## config.mk

```make
export PLATFORM = sky130hd
export DESIGN_NAME = chacha_ctrl
export DESIGN_NICKNAME = d
export VERILOG_FILES = /design/src/hw/rtl/chacha_pkg.sv /design/src/hw/rtl/chacha_ctrl.sv
export SDC_FILE = /design/constraint.sdc
export NUM_CORES = 1
export LEC_CHECK = 0
export CORE_UTILIZATION = 25
export CTS_CLUSTER_SIZE = 40
export DETAILED_ROUTE_END_ITERATION = 8
export DONT_BUFFER_PORTS = 1
export PLACE_DENSITY = 0.41
export SYNTH_ARGS = -nofsm -noshare
export SYNTH_HDL_FRONTEND = slang
export SYNTH_SLANG_ARGS = --single-unit
export TNS_END_PERCENT = 5
```

## constraint.sdc

```tcl
create_clock -name clk_i -period 2.6 [get_ports clk_i]
set_input_delay 0.13 -clock clk_i [delete_from_list [all_inputs] [get_ports clk_i]]
set_output_delay 0.13 -clock clk_i [all_outputs]
set_load 0.02 [all_outputs]
```

## src/hw/rtl/chacha_pkg.sv

```systemverilog
// Shared types, constants and round functions for the ChaCha20 stream cipher.
package chacha_pkg;

  // Block constants ("expand 32-byte k")
  localparam logic [31:0] Sigma0 = 32'h6170_7865;
  localparam logic [31:0] Sigma1 = 32'h3320_646e;
  localparam logic [31:0] Sigma2 = 32'h7962_2d32;
  localparam logic [31:0] Sigma3 = 32'h6b20_6574;

  localparam int unsigned CfgIdxW  = 3;
  localparam int unsigned CfgDataW = 64;
  localparam int unsigned PosW     = 6;

  // Configuration register indexes
  typedef enum logic [CfgIdxW-1:0] {
    CFG_KEY_A      = 3'd0,
    CFG_KEY_B      = 3'd1,
    CFG_KEY_C      = 3'd2,
    CFG_KEY_D      = 3'd3,
    CFG_NONCE_LOW  = 3'd4,
    CFG_NONCE_HIGH = 3'd5,
    CFG_START_CTR  = 3'd6
  } cfg_idx_e;

  // Controller states
  typedef enum logic [3:0] {
    ST_IDLE  = 4'b0001,
    ST_ROUND = 4'b0010,
    ST_FEED  = 4'b0100,
    ST_EMIT  = 4'b1000
  } chacha_state_e;

  typedef logic [15:0][31:0] words_t;

  typedef struct packed {
    logic [63:0] key_word_a;
    logic [63:0] key_word_b;
    logic [63:0] key_word_c;
    logic [63:0] key_word_d;
    logic [63:0] nonce_low;
    logic [31:0] nonce_high;
    logic [31:0] start_counter;
  } cfg_t;

  typedef struct packed {
    logic [7:0] plain_byte;
    logic       first_byte;
    logic       last_byte;
  } in_req_t;

  typedef struct packed {
    logic [7:0] cipher_byte;
    logic       last_out;
  } out_req_t;

  // Controller to datapath commands
  typedef struct packed {
    logic accept;
    logic start_block;
    logic round;
    logic diag;
    logic feed;
    logic emit;
  } cmd_t;

  // Datapath to controller status
  typedef struct packed {
    logic need_block;
  } sts_t;

  function automatic logic [31:0] rotl(logic [31:0] v, int unsigned n);
    return (v << n) | (v >> (32 - n));
  endfunction

  // One quarter round on (a, b, c, d); result packed as [3]=d .. [0]=a
  function automatic logic [3:0][31:0] quarter(logic [31:0] a, logic [31:0] b,
                                               logic [31:0] c, logic [31:0] d);
    logic [31:0] ta, tb, tc, td;
    logic [3:0][31:0] r;
    ta = a + b;   td = rotl(d ^ ta, 16);
    tc = c + td;  tb = rotl(b ^ tc, 12);
    ta = ta + tb; td = rotl(td ^ ta, 8);
    tc = tc + td; tb = rotl(tb ^ tc, 7);
    r = {td, tc, tb, ta};
    return r;
  endfunction

  // Four independent quarter rounds: columns, or diagonals when diag is set
  function automatic words_t half_round(words_t w, logic diag);
    words_t r;
    logic [3:0] ia, ib, ic, id;
    logic [3:0][31:0] q;
    r = w;
    for (int j = 0; j < 4; j++) begin
      ia = 4'(j);
      ib = diag ? 4'(4 + ((j + 1) & 3)) : 4'(4 + j);
      ic = diag ? 4'(8 + ((j + 2) & 3)) : 4'(8 + j);
      id = diag ? 4'(12 + ((j + 3) & 3)) : 4'(12 + j);
      q = quarter(w[ia], w[ib], w[ic], w[id]);
      r[ia] = q[0];
      r[ib] = q[1];
      r[ic] = q[2];
      r[id] = q[3];
    end
    return r;
  endfunction

  // Initial block state from the registers and a block counter
  function automatic words_t init_state(cfg_t cfg, logic [31:0] ctr);
    words_t s;
    s[0]  = Sigma0;
    s[1]  = Sigma1;
    s[2]  = Sigma2;
    s[3]  = Sigma3;
    s[4]  = cfg.key_word_a[31:0];
    s[5]  = cfg.key_word_a[63:32];
    s[6]  = cfg.key_word_b[31:0];
    s[7]  = cfg.key_word_b[63:32];
    s[8]  = cfg.key_word_c[31:0];
    s[9]  = cfg.key_word_c[63:32];
    s[10] = cfg.key_word_d[31:0];
    s[11] = cfg.key_word_d[63:32];
    s[12] = ctr;
    s[13] = cfg.nonce_low[31:0];
    s[14] = cfg.nonce_low[63:32];
    s[15] = cfg.nonce_high;
    return s;
  endfunction

endpackage

```

## src/hw/rtl/chacha_ctrl.sv

```systemverilog
// Controller state machine: sequences request intake, rounds, feed-forward and result.
module chacha_ctrl #(
  parameter int unsigned DOUBLE_ROUNDS = 10
) (
  input  logic                clk_i,
  input  logic                rst_ni,
  input  logic                in_valid_i,
  output logic                in_ready_o,
  output logic                out_valid_o,
  input  logic                out_ready_i,
  input  chacha_pkg::sts_t    sts_i,
  output chacha_pkg::cmd_t    cmd_o
);

  localparam int unsigned NumRounds = 2 * DOUBLE_ROUNDS;
  localparam int unsigned RndW      = $clog2(NumRounds);

  chacha_pkg::chacha_state_e state_q, state_d;
  logic [RndW-1:0] rnd_q, rnd_d;
  logic            out_valid_q, out_valid_d;
  logic            slot_free;
  logic            last_rnd;

  assign slot_free  = !out_valid_q || out_ready_i;
  assign last_rnd   = (rnd_q == RndW'(NumRounds - 1));
  assign in_ready_o  = (state_q == chacha_pkg::ST_IDLE);
  assign out_valid_o = out_valid_q;

  // Next state and commands
  always_comb begin
    state_d = state_q;
    rnd_d   = rnd_q;
    cmd_o   = '0;
    case (state_q)
      chacha_pkg::ST_IDLE: begin
        if (in_valid_i) begin
          cmd_o.accept = 1'b1;
          if (sts_i.need_block) begin
            cmd_o.start_block = 1'b1;
            rnd_d   = '0;
            state_d = chacha_pkg::ST_ROUND;
          end else begin
            state_d = chacha_pkg::ST_EMIT;
          end
        end
      end
      chacha_pkg::ST_ROUND: begin
        cmd_o.round = 1'b1;
        cmd_o.diag  = rnd_q[0];
        rnd_d       = rnd_q + 1'b1;
        if (last_rnd) begin
          state_d = chacha_pkg::ST_FEED;
        end
      end
      chacha_pkg::ST_FEED: begin
        cmd_o.feed = 1'b1;
        state_d    = chacha_pkg::ST_EMIT;
      end
      chacha_pkg::ST_EMIT: begin
        if (slot_free) begin
          cmd_o.emit = 1'b1;
          state_d    = chacha_pkg::ST_IDLE;
        end
      end
      default: begin
        state_d = chacha_pkg::ST_IDLE;
      end
    endcase
  end

  // Hold result valid until the request is taken
  always_comb begin
    out_valid_d = out_valid_q;
    if (out_ready_i) begin
      out_valid_d = 1'b0;
    end
    if (cmd_o.emit) begin
      out_valid_d = 1'b1;
    end
  end

  always_ff @(posedge clk_i or negedge rst_ni) begin
    if (!rst_ni) begin
      state_q     <= chacha_pkg::ST_IDLE;
      rnd_q       <= '0;
      out_valid_q <= 1'b0;
    end else begin
      state_q     <= state_d;
      rnd_q       <= rnd_d;
      out_valid_q <= out_valid_d;
    end
  end

`ifndef ASSERT_OFF
  a_block_start: assert property (@(posedge clk_i) disable iff (!rst_ni)
    cmd_o.start_block |=> (state_q == chacha_pkg::ST_ROUND) && (rnd_q == '0))
    else $error("block start did not enter round sequence");

  a_rounds_done: assert property (@(posedge clk_i) disable iff (!rst_ni)
    (state_q == chacha_pkg::ST_ROUND) && last_rnd |=> (state_q == chacha_pkg::ST_FEED))
    else $error("round sequence did not end in feed-forward");

  a_feed_emit: assert property (@(posedge clk_i) disable iff (!rst_ni)
    cmd_o.feed |=> (state_q == chacha_pkg::ST_EMIT))
    else $error("feed-forward not followed by result");

  a_no_overwrite: assert property (@(posedge clk_i) disable iff (!rst_ni)
    cmd_o.emit |-> (!out_valid_q || out_ready_i))
    else $error("result register overwritten while held");
`endif

endmodule

```

==> results of run 1 <==
-- sequential cells by signal (all words and copies together) (netlist names) --
name	count
rnd_q	5
out_valid_o	1
state_q	4
-- metrics by stage --
step	worst slack, ps	power [mW]	instance area (µm²)	instances	util, %
2_1_floorplan	1060	0.354	607	51	-
3_3_place_gp	1180	0.381	644	79	28.6
3_5_place_dp	1170	0.380	644	79	28.6
4_1_cts	949	0.529	691	84	30.6
5_1_grt	832	0.562	691	84	30.6
6_report	974	0.521	691	84	30.6
-- report_power, final --
part           switching (mW)  internal (mW)  total, mW  leakage [nW]
registers              0.0483          0.185      0.234         0.134
logic                  0.0736         0.0732      0.147         0.130
clock network          0.0551         0.0850      0.140        0.0210
total                   0.177          0.344      0.521         0.285
-- cells in the mapped netlist (2+ instances only) --
cell / n / area (µm²)
nor4b_1: 3 / 26.3
o31ai_1: 2 / 15.0
nor4bb_1: 2 / 20.0
and2_1: 3 / 18.8
mux2_2: 2 / 22.5
nand2b_4: 2 / 27.5
xnor2_1: 2 / 17.5
nand3_1: 2 / 10.0
a22o_1: 4 / 35.0
dfrtp_1: 9 / 225
buf_4: 2 / 15.0
-- worst max-delay path by stage --
stage	start	end	slack [ps]	depth (start not counted)
6_report	state_q[1]$_DFFE_PN0P_	cmd_o[2]	970	4
5_1_grt	state_q[1]$_DFFE_PN0P_	cmd_o[2]	830	4
4_1_cts	state_q[1]$_DFFE_PN0P_	cmd_o[2]	950	4
3_5_place_dp	state_q[1]$_DFFE_PN0P_	rnd_q[0]$_DFFE_PN0P_	1170	5
3_3_place_gp	state_q[1]$_DFFE_PN0P_	rnd_q[0]$_DFFE_PN0P_	1180	5
2_1_floorplan	state_q[0]$_DFFE_PN1P_	in_ready_o	1060	2
-- layer usage --
layer | up-vias | global-route usage, % | routed length (µm)
met3 | 2 | 2.38 | 51
li1 | 199 | - | -
met1 | 193 | 13.5 | 555
met2 | 10 | 16.4 | 516
met5 | - | 0 | 0
met4 | 0 | 8.11 | 19
-- worst register-to-register path, cell delays in order, from the launching register on --
cell and delay [ps]:
dfstp_2 640, and3b_2 270, and3_1 310, o21bai_1 150
-- layout make-up --
cell class	count	area share [%]
well taps	28	5.07
clock buffers	4	5.25
flip-flops and latches	10	36.4
inverters	1	0.906
repair buffers	4	4.71
multi-input cells	37	47.6
-- kinds of logic after synthesis --
logic type      synth area share (%)
mux                             3.71
compound gates                  17.9
simple gates                    27.6
fa+ha+maj                       2.06
flops                           41.4
buf+inv                         4.33
xor+xnor                        2.89
==> results_dict.tcl, run 1 <==
set metrics [dict create \
    outcome "completed" \
    clock_sinks 10 \
    cts-hold-fix-buffers 1 \
    clock_path_buffers 2 \
    routed_wl_mm 1.14 \
    r2r_end "state_q[1]$_DFFE_PN0P_" \
    cts_max_level 1 \
    relSlewSlack_pct 67.9 \
    io_pins 13 \
    fmax_mhz 615 \
    diodes 0 \
    power.density_cell_area_nw_per_um2 754 \
    numPortBuffers 0 \
    layout_commonest_cell "dfrtp_1" \
    reg2reg_depth 3 \
    wl_per_cell_um 13.6 \
    clk_pin_slew_ps 70 \
    drv_slew 0 \
    avgSynthCellArea_um2 11.9 \
    synth_warnings 0 \
    area.sequential_um2 251 \
    critical_path.max_stage_delay_ps 510 \
    synth_cell_type_count 29 \
    fin_tns_setup_ps 0 \
    coreArea_um2 2250 \
    reg2reg_slack_ps 1160 \
    post_cts_buffers 0 \
    die_w_um 51.3 \
    ant_nets 0 \
    clk_latency_ps 260 \
    drc 0 \
    nets 63 \
    r2r_start "state_q[0]$_DFFE_PN1P_" \
    vias 404 \
    whs_ps 59.0 \
    yosysSeqAreaShare_pct 41.4 \
    post-route-period-util_pct 62.5 \
    worstHoldPathCells 2 \
    syn-instance-count 51 \
    clock-skew-final_ps 2.55 \
    worstMarginPinSlew_ps 479 \
    cts_buffers 3 \
    cts_tree "built" \
    die_area_um2 2630 \
    hold_violations 0 \
    syn_nets 57 \
    worstPathArrival_ps 1500 \
    nFillCells 252 \
    cp-start-kind "flop" \
    min_delay_worst_endpoint "out_valid_o$_DFFE_PN0P_" \
    grt_max_degree 11 \
    path_class "reg2out" \
    grtUsageTotal_pct 10.9 \
    vias_per_cell 4.81 \
    routabilityCongestion 0.637 \
    worst_hold_startpoint "out_ready_i" \
    ys_ff_latch 10 \
    syn-cell-area_um2 607 \
    period_needed_ps 1630 \
    num_rows 17 \
    drtIter0Drc 9 \
    worstPathMaxFanout 9 \
    path_buf_inv 1 \
    die_h_um 51.3 \
    drive_above_1_share_pct 33.9 \
    cts_root_buf "clkbuf_4" \
    p_leak_nw 0.285 \
    areaGrowthSynthToFinish_pct 13.8 \
    firstDrtPassIters 2 \
    synth_edf_count 0 \
    vdd_drop_max_v 0.000272 \
    rsz0062_at_grt "no" \
    grt_pass1_wl_mm 2.02 \
    synth_top_flop_cell "dfrtp_1" \
    setup_viol 0 \
    hpwl_um 815 \
    overflow 0 \
    end_kind "output pin" \
    async_flop_share_pct 100 \
    ctsResizeCount 0 \
    grt_pass1_vias 458 \
    layout_common_cells "dfrtp_1 (9), a22o_1 (4)" \
    path_cells "nor2b_4 -> nand2_2 -> inv_4 -> and2_1" \
    cp.required_ps 2470 \
    hold_path.class "in2reg" \
    start_util_pct 26.9 \
    max_cap_viol_count 0 \
    crit_family "simple AND/OR/NAND/NOR gates" \
    cpMaxStageDelayCell "dfrtp_1" \
    multiInputGateArea_um2 329 \
    antenna_found_initial 0 \
]
No activity file was read; power rests on OpenSTA's default activity.
==> run 2, diff against run 1 <==
--- a/config.mk
+++ b/config.mk
@@ -9,7 +9,7 @@
 export CTS_CLUSTER_SIZE = 40
 export DETAILED_ROUTE_END_ITERATION = 8
 export DONT_BUFFER_PORTS = 1
-export PLACE_DENSITY = 0.41
+export PLACE_DENSITY = 0.43
 export SYNTH_ARGS = -nofsm -noshare
 export SYNTH_HDL_FRONTEND = slang
 export SYNTH_SLANG_ARGS = --single-unit
==> constraint.sdc (replaced) <==
create_clock -name clk_i -period 1.45 [get_ports clk_i]
set_input_delay 0.0725 -clock clk_i [delete_from_list [all_inputs] [get_ports clk_i]]
set_output_delay 0.0725 -clock clk_i [all_outputs]
set_load 0.02 [all_outputs]
==> run 2 against run 1 <==
Wire length up 8.8%. First-iteration DRC count is 100% lower. Setup slack worse by 940 ps.
==> results_dict.tcl, run 2 (same netlist as run 1, synthesis figures left out) <==
set metrics [dict create \
    outcome "completed" \
    coreArea_um2 2250 \
    whs_ps 41.3 \
    grt_pass1_vias 426 \
    clk_pin_slew_ps 70 \
    cts_tree "built" \
    die_area_um2 2630 \
    met3_length_um 85 \
    routed_wl_mm 1.24 \
    r2r_end "rnd_q[0]$_DFFE_PN0P_" \
    nFillCells 249 \
    drive_above_1_share_pct 51.5 \
    cts_buffers 3 \
    io_pins 13 \
    die_w_um 51.3 \
    cp.required_ps 1380 \
    start_util_pct 26.9 \
    grtUsageTotal_pct 11.1 \
    cts_max_level 1 \
    nets 73 \
    hold_violations 0 \
    worstMarginPinSlew_ps 507 \
    worstHoldPathCells 3 \
    cpMaxStageDelayCell "dfstp_2" \
    worstPathArrival_ps 1340 \
    layout_commonest_cell "buf_4" \
    p_total_mw 0.988 \
    layout_common_cells "buf_4 (9), dfrtp_1 (7), a22o_1 (4)" \
    ant_nets 0 \
    num_rows 17 \
    worst_hold_startpoint "sts_i" \
    die_h_um 51.3 \
    drtIter0Drc 0 \
    clock_path_buffers 2 \
    end_kind "output pin" \
    critical_path.max_stage_delay_ps 570 \
    hold_path.class "in2reg" \
    min_delay_worst_endpoint "state_q[3]$_DFFE_PN0P_" \
    highest_layer "met4" \
    grt_max_degree 11 \
    power.density_cell_area_nw_per_um2 1240 \
    path_class "reg2out" \
    final_area_um2 797 \
    p_leak_nw 0.332 \
    drv_slew 0 \
    largest_reg_flops 5 \
    post-route-period-util_pct 97.7 \
    hpwl_um 857 \
    drc 0 \
    grt_pass1_wl_mm 2.02 \
    regMostFlops "rnd_q" \
    clock_sinks 10 \
    relSlewSlack_pct 66.1 \
    wl_met2_um 556 \
    path_cells "and3b_2 -> and3_4 -> buf_6" \
    clock-skew-final_ps 1.62 \
    area.sequential_um2 254 \
    firstDrtPassIters 1 \
    cp-start-kind "flop" \
    clk_latency_ps 270 \
    diodes 0 \
    vias 440 \
    fin_tns_setup_ps 0 \
    reg2reg_depth 4 \
    vdd_drop_max_v 0.000617 \
    areaGrowthSynthToFinish_pct 31.3 \
    routabilityCongestion 0.675 \
    rsz0062_at_grt "yes" \
    antenna_found_initial 0 \
    period_needed_ps 1420 \
    max_cap_viol_count 0 \
    fmax_mhz 706 \
    setup_viol 0 \
    multiInputGateArea_um2 354 \
    worstPathMaxFanout 3 \
    wl_met1_um 583 \
    overflow 0 \
    cts_root_buf "clkbuf_4" \
    reg2reg_slack_ps 50 \
    post_dp_cell_area_um2 696 \
    r2r_start "state_q[0]$_DFFE_PN1P_" \
    wl_per_cell_um 13.2 \
    vias_per_cell 4.68 \
    numPortBuffers 0 \
]
run 2: cell types whose count changed in the layout (fill, tap and decap cells not counted), sizes merged:
cell / before / now
buf: 3 / 12
dlygate4sd3: 1 / 2
run 2: power by group:
group	internal, mW	total, mW	switching, mW
logic	0.213	0.401	0.189
clock network	0.106	0.205	0.0985
registers	0.333	0.382	0.0490
total	0.652	0.988	0.336
run 2: how the worst max path moves through the flow:
stage	startpoint	endpoint	slack [ps]	cells past startpoint
2_1_floorplan	state_q[0]$_DFFE_PN1P_	state_q[1]$_DFFE_PN0P_	40	4
3_3_place_gp	state_q[0]$_DFFE_PN1P_	rnd_q[0]$_DFFE_PN0P_	70	3
3_5_place_dp	state_q[0]$_DFFE_PN1P_	rnd_q[0]$_DFFE_PN0P_	60	3
4_1_cts	state_q[0]$_DFFE_PN1P_	cmd_o[4]	-10	3
5_1_grt	state_q[0]$_DFFE_PN1P_	cmd_o[4]	-20	3
6_report	state_q[0]$_DFFE_PN1P_	cmd_o[4]	30	3
run 2: timing repair:
action                     CTS  global route
pin swaps                    2             1
hold buffers                 2             0
gates resized for setup      4             5
hold endpoints to repair    11             0
setup endpoints to repair    4             7
setup buffers                2             1
run 2: area by class of cell:
cell class              count  share of cell area [%]
repair buffers             14                    15.2
well taps                  28                    4.40
multi-input cells          37                    44.4
inverters                   1                   0.785
clock buffers               4                    3.30
flip-flops and latches     10                    31.9
run 2: routing by layer:
layer / vias to the layer above / global-route usage (%)
li1: 221 / -
met1: 205 / 13.2
met2: 12 / 16.2
met3: 2 / 7.44
met4: 0 / 2.70
met5: - / 0
run 2: worst max-delay path: cells and delay by family, from the launching register on:
family / cells / cell delay (ps)
and+or+nand+nor: 2 / 400
DFF: 1 / 570
buffers and inverters: 1 / 110
run 2: per-stage QoR:
step / setup slack (ps) / instances / util, %
2_1_floorplan: 43.5 / 51 / -
3_3_place_gp: 67.5 / 85 / 30.9
3_5_place_dp: 62.0 / 85 / 30.9
4_1_cts: -13.1 / 93 / 34.3
5_1_grt: -19.9 / 94 / 35.3
6_report: 33.0 / 94 / 35.3
==> run 3, diff against run 2 <==
--- a/config.mk
+++ b/config.mk
@@ -9,7 +9,7 @@
 export CTS_CLUSTER_SIZE = 40
 export DETAILED_ROUTE_END_ITERATION = 8
 export DONT_BUFFER_PORTS = 1
-export PLACE_DENSITY = 0.43
+export PLACE_DENSITY = 0.41
 export SYNTH_ARGS = -nofsm -noshare
 export SYNTH_HDL_FRONTEND = slang
 export SYNTH_SLANG_ARGS = --single-unit
==> constraint.sdc (replaced) <==
create_clock -name clk_i -period 1.81 [get_ports clk_i]
set_input_delay 0.0905 -clock clk_i [delete_from_list [all_inputs] [get_ports clk_i]]
set_output_delay 0.0905 -clock clk_i [all_outputs]
set_load 0.02 [all_outputs]
==> run 3 against run 2 <==
Global-route usage down 0.98 points. Final area down 13%. Sequential power down 12%. Critical path type unchanged. Worst hold slack worse by 13 ps. Non-clock buffer count down 10.
==> results_dict.tcl, run 3 (same netlist as run 1, synthesis figures left out) <==
set metrics [dict create \
    outcome "completed" \
    antenna_found_initial 0 \
    final_util_pct 30.6 \
    largest_reg_flops 5 \
    ant_nets 0 \
    ctsResizeCount 0 \
    p_leak_nw 0.285 \
    reg2reg_depth 5 \
    end_kind "output pin" \
    nets 63 \
    drtIter0Drc 0 \
    hold_path.class "in2reg" \
    area.sequential_um2 251 \
    die_area_um2 2630 \
    period_needed_ps 1590 \
    layout_commonest_cell "dfrtp_1" \
    power.density_cell_area_nw_per_um2 1080 \
    max_cap_viol_count 0 \
    path_class "reg2out" \
    areaGrowthSynthToFinish_pct 13.8 \
    worstPathArrival_ps 1500 \
    cp-start-kind "flop" \
    post_cts_buffers 0 \
    critPathCapture "cmd_o[2]" \
    vias_per_cell 4.93 \
    drc 0 \
    crit_start "state_q[1]$_DFFE_PN0P_" \
    r2r_end "rnd_q[0]$_DFFE_PN0P_" \
    routabilityCongestion 0.636 \
    hpwl_um 824 \
    worstPathMaxFanout 9 \
    cp.required_ps 1720 \
    clk_latency_ps 260 \
    p_total_mw 0.748 \
    regMostFlops "rnd_q" \
    fmax_mhz 628 \
    vdd_drop_max_v 0.000403 \
    worstMarginPinSlew_ps 473 \
    coreArea_um2 2250 \
    firstDrtPassIters 1 \
    clock_path_buffers 2 \
    cts_root_buf "clkbuf_4" \
    clk_pin_slew_ps 70 \
    clock-skew-final_ps 2.31 \
    cts-hold-fix-buffers 1 \
    num_rows 17 \
    path_cells "nor2b_4 -> nand2_2 -> inv_4 -> and2_1" \
    nFillCells 259 \
    io_pins 13 \
    drive_above_1_share_pct 33.9 \
    wl_per_cell_um 13.6 \
    start_util_pct 26.9 \
    hold_violations 0 \
    fin_tns_setup_ps 0 \
    rsz0062_at_grt "no" \
    setup_viol 0 \
    die_h_um 51.3 \
    post-route-period-util_pct 88.0 \
    routed_wl_mm 1.14 \
    clock_sinks 10 \
    multiInputGateArea_um2 329 \
    cts_max_level 1 \
    drv_slew 0 \
    numPortBuffers 0 \
    reg2reg_slack_ps 380 \
    die_w_um 51.3 \
    r2r_start "state_q[1]$_DFFE_PN0P_" \
    grt_max_degree 11 \
    grt_pass1_wl_mm 1.88 \
    cts_buffers 3 \
    relSlewSlack_pct 68.4 \
    grt_pass1_vias 419 \
    grtUsageTotal_pct 10.1 \
    overflow 0 \
    critical_path.max_stage_delay_ps 510 \
    cts_tree "built" \
    cpMaxStageDelayCell "dfrtp_1" \
    diodes 0 \
    layout_common_cells "dfrtp_1 (9), a22o_1 (4)" \
    vias 414 \
]
## run 3: worst max-delay path: cells and delay by family (launching register included)
kind	cells	cell delay [ps]
buf+inv	1	140
flops	1	510
simple gates	3	590
## run 3: worst min-delay path by stage
stage                      startpoint                 endpoint  slack [ps]  depth (start not counted)
after detailed placement       rst_ni  out_valid_o$_DFFE_PN0P_        -200                          0
after CTS                 out_ready_i  out_valid_o$_DFFE_PN0P_          20                          2
final                     out_ready_i  out_valid_o$_DFFE_PN0P_          30                          2
after global placement         rst_ni   state_q[3]$_DFFE_PN0P_        -200                          0
after floorplan                rst_ni  out_valid_o$_DFFE_PN0P_        -210                          0
after global routing      out_ready_i  out_valid_o$_DFFE_PN0P_          20                          2
## run 3: power by group
part           internal, mW  switching [mW]  total (mW)
registers             0.266          0.0696       0.336
clock network         0.122          0.0794       0.201
logic                 0.105           0.106       0.211
total                 0.493           0.255       0.748
## run 3: through the flow
stage | setup slack (ps) | hold slack (ps) | area, µm² | cells
after floorplan | 308 | -205 | 607 | 51
after CTS | 196 | 18.6 | 691 | 84
after global placement | 375 | -205 | 644 | 79
final | 218 | 28.1 | 691 | 84
after global routing | 109 | 21.4 | 691 | 84
after detailed placement | 384 | -205 | 644 | 79
## run 3: area by class of cell
cell class | instances | area share [%]
inverter | 1 | 0.906
multi-input combinational | 37 | 47.6
timing repair buffer | 4 | 4.71
sequential | 10 | 36.4
clock buffer | 4 | 5.25
tap | 28 | 5.07
## run 3: metal layers
layer / wire length (µm) / global-route usage [%] / share of wire (%)
met1: 563 / 13.4 / 49
met2: 517 / 14.0 / 45
met3: 40 / 1.79 / 3.5
met4: 19 / 8.11 / 1.7
met5: 0 / 0 / 0
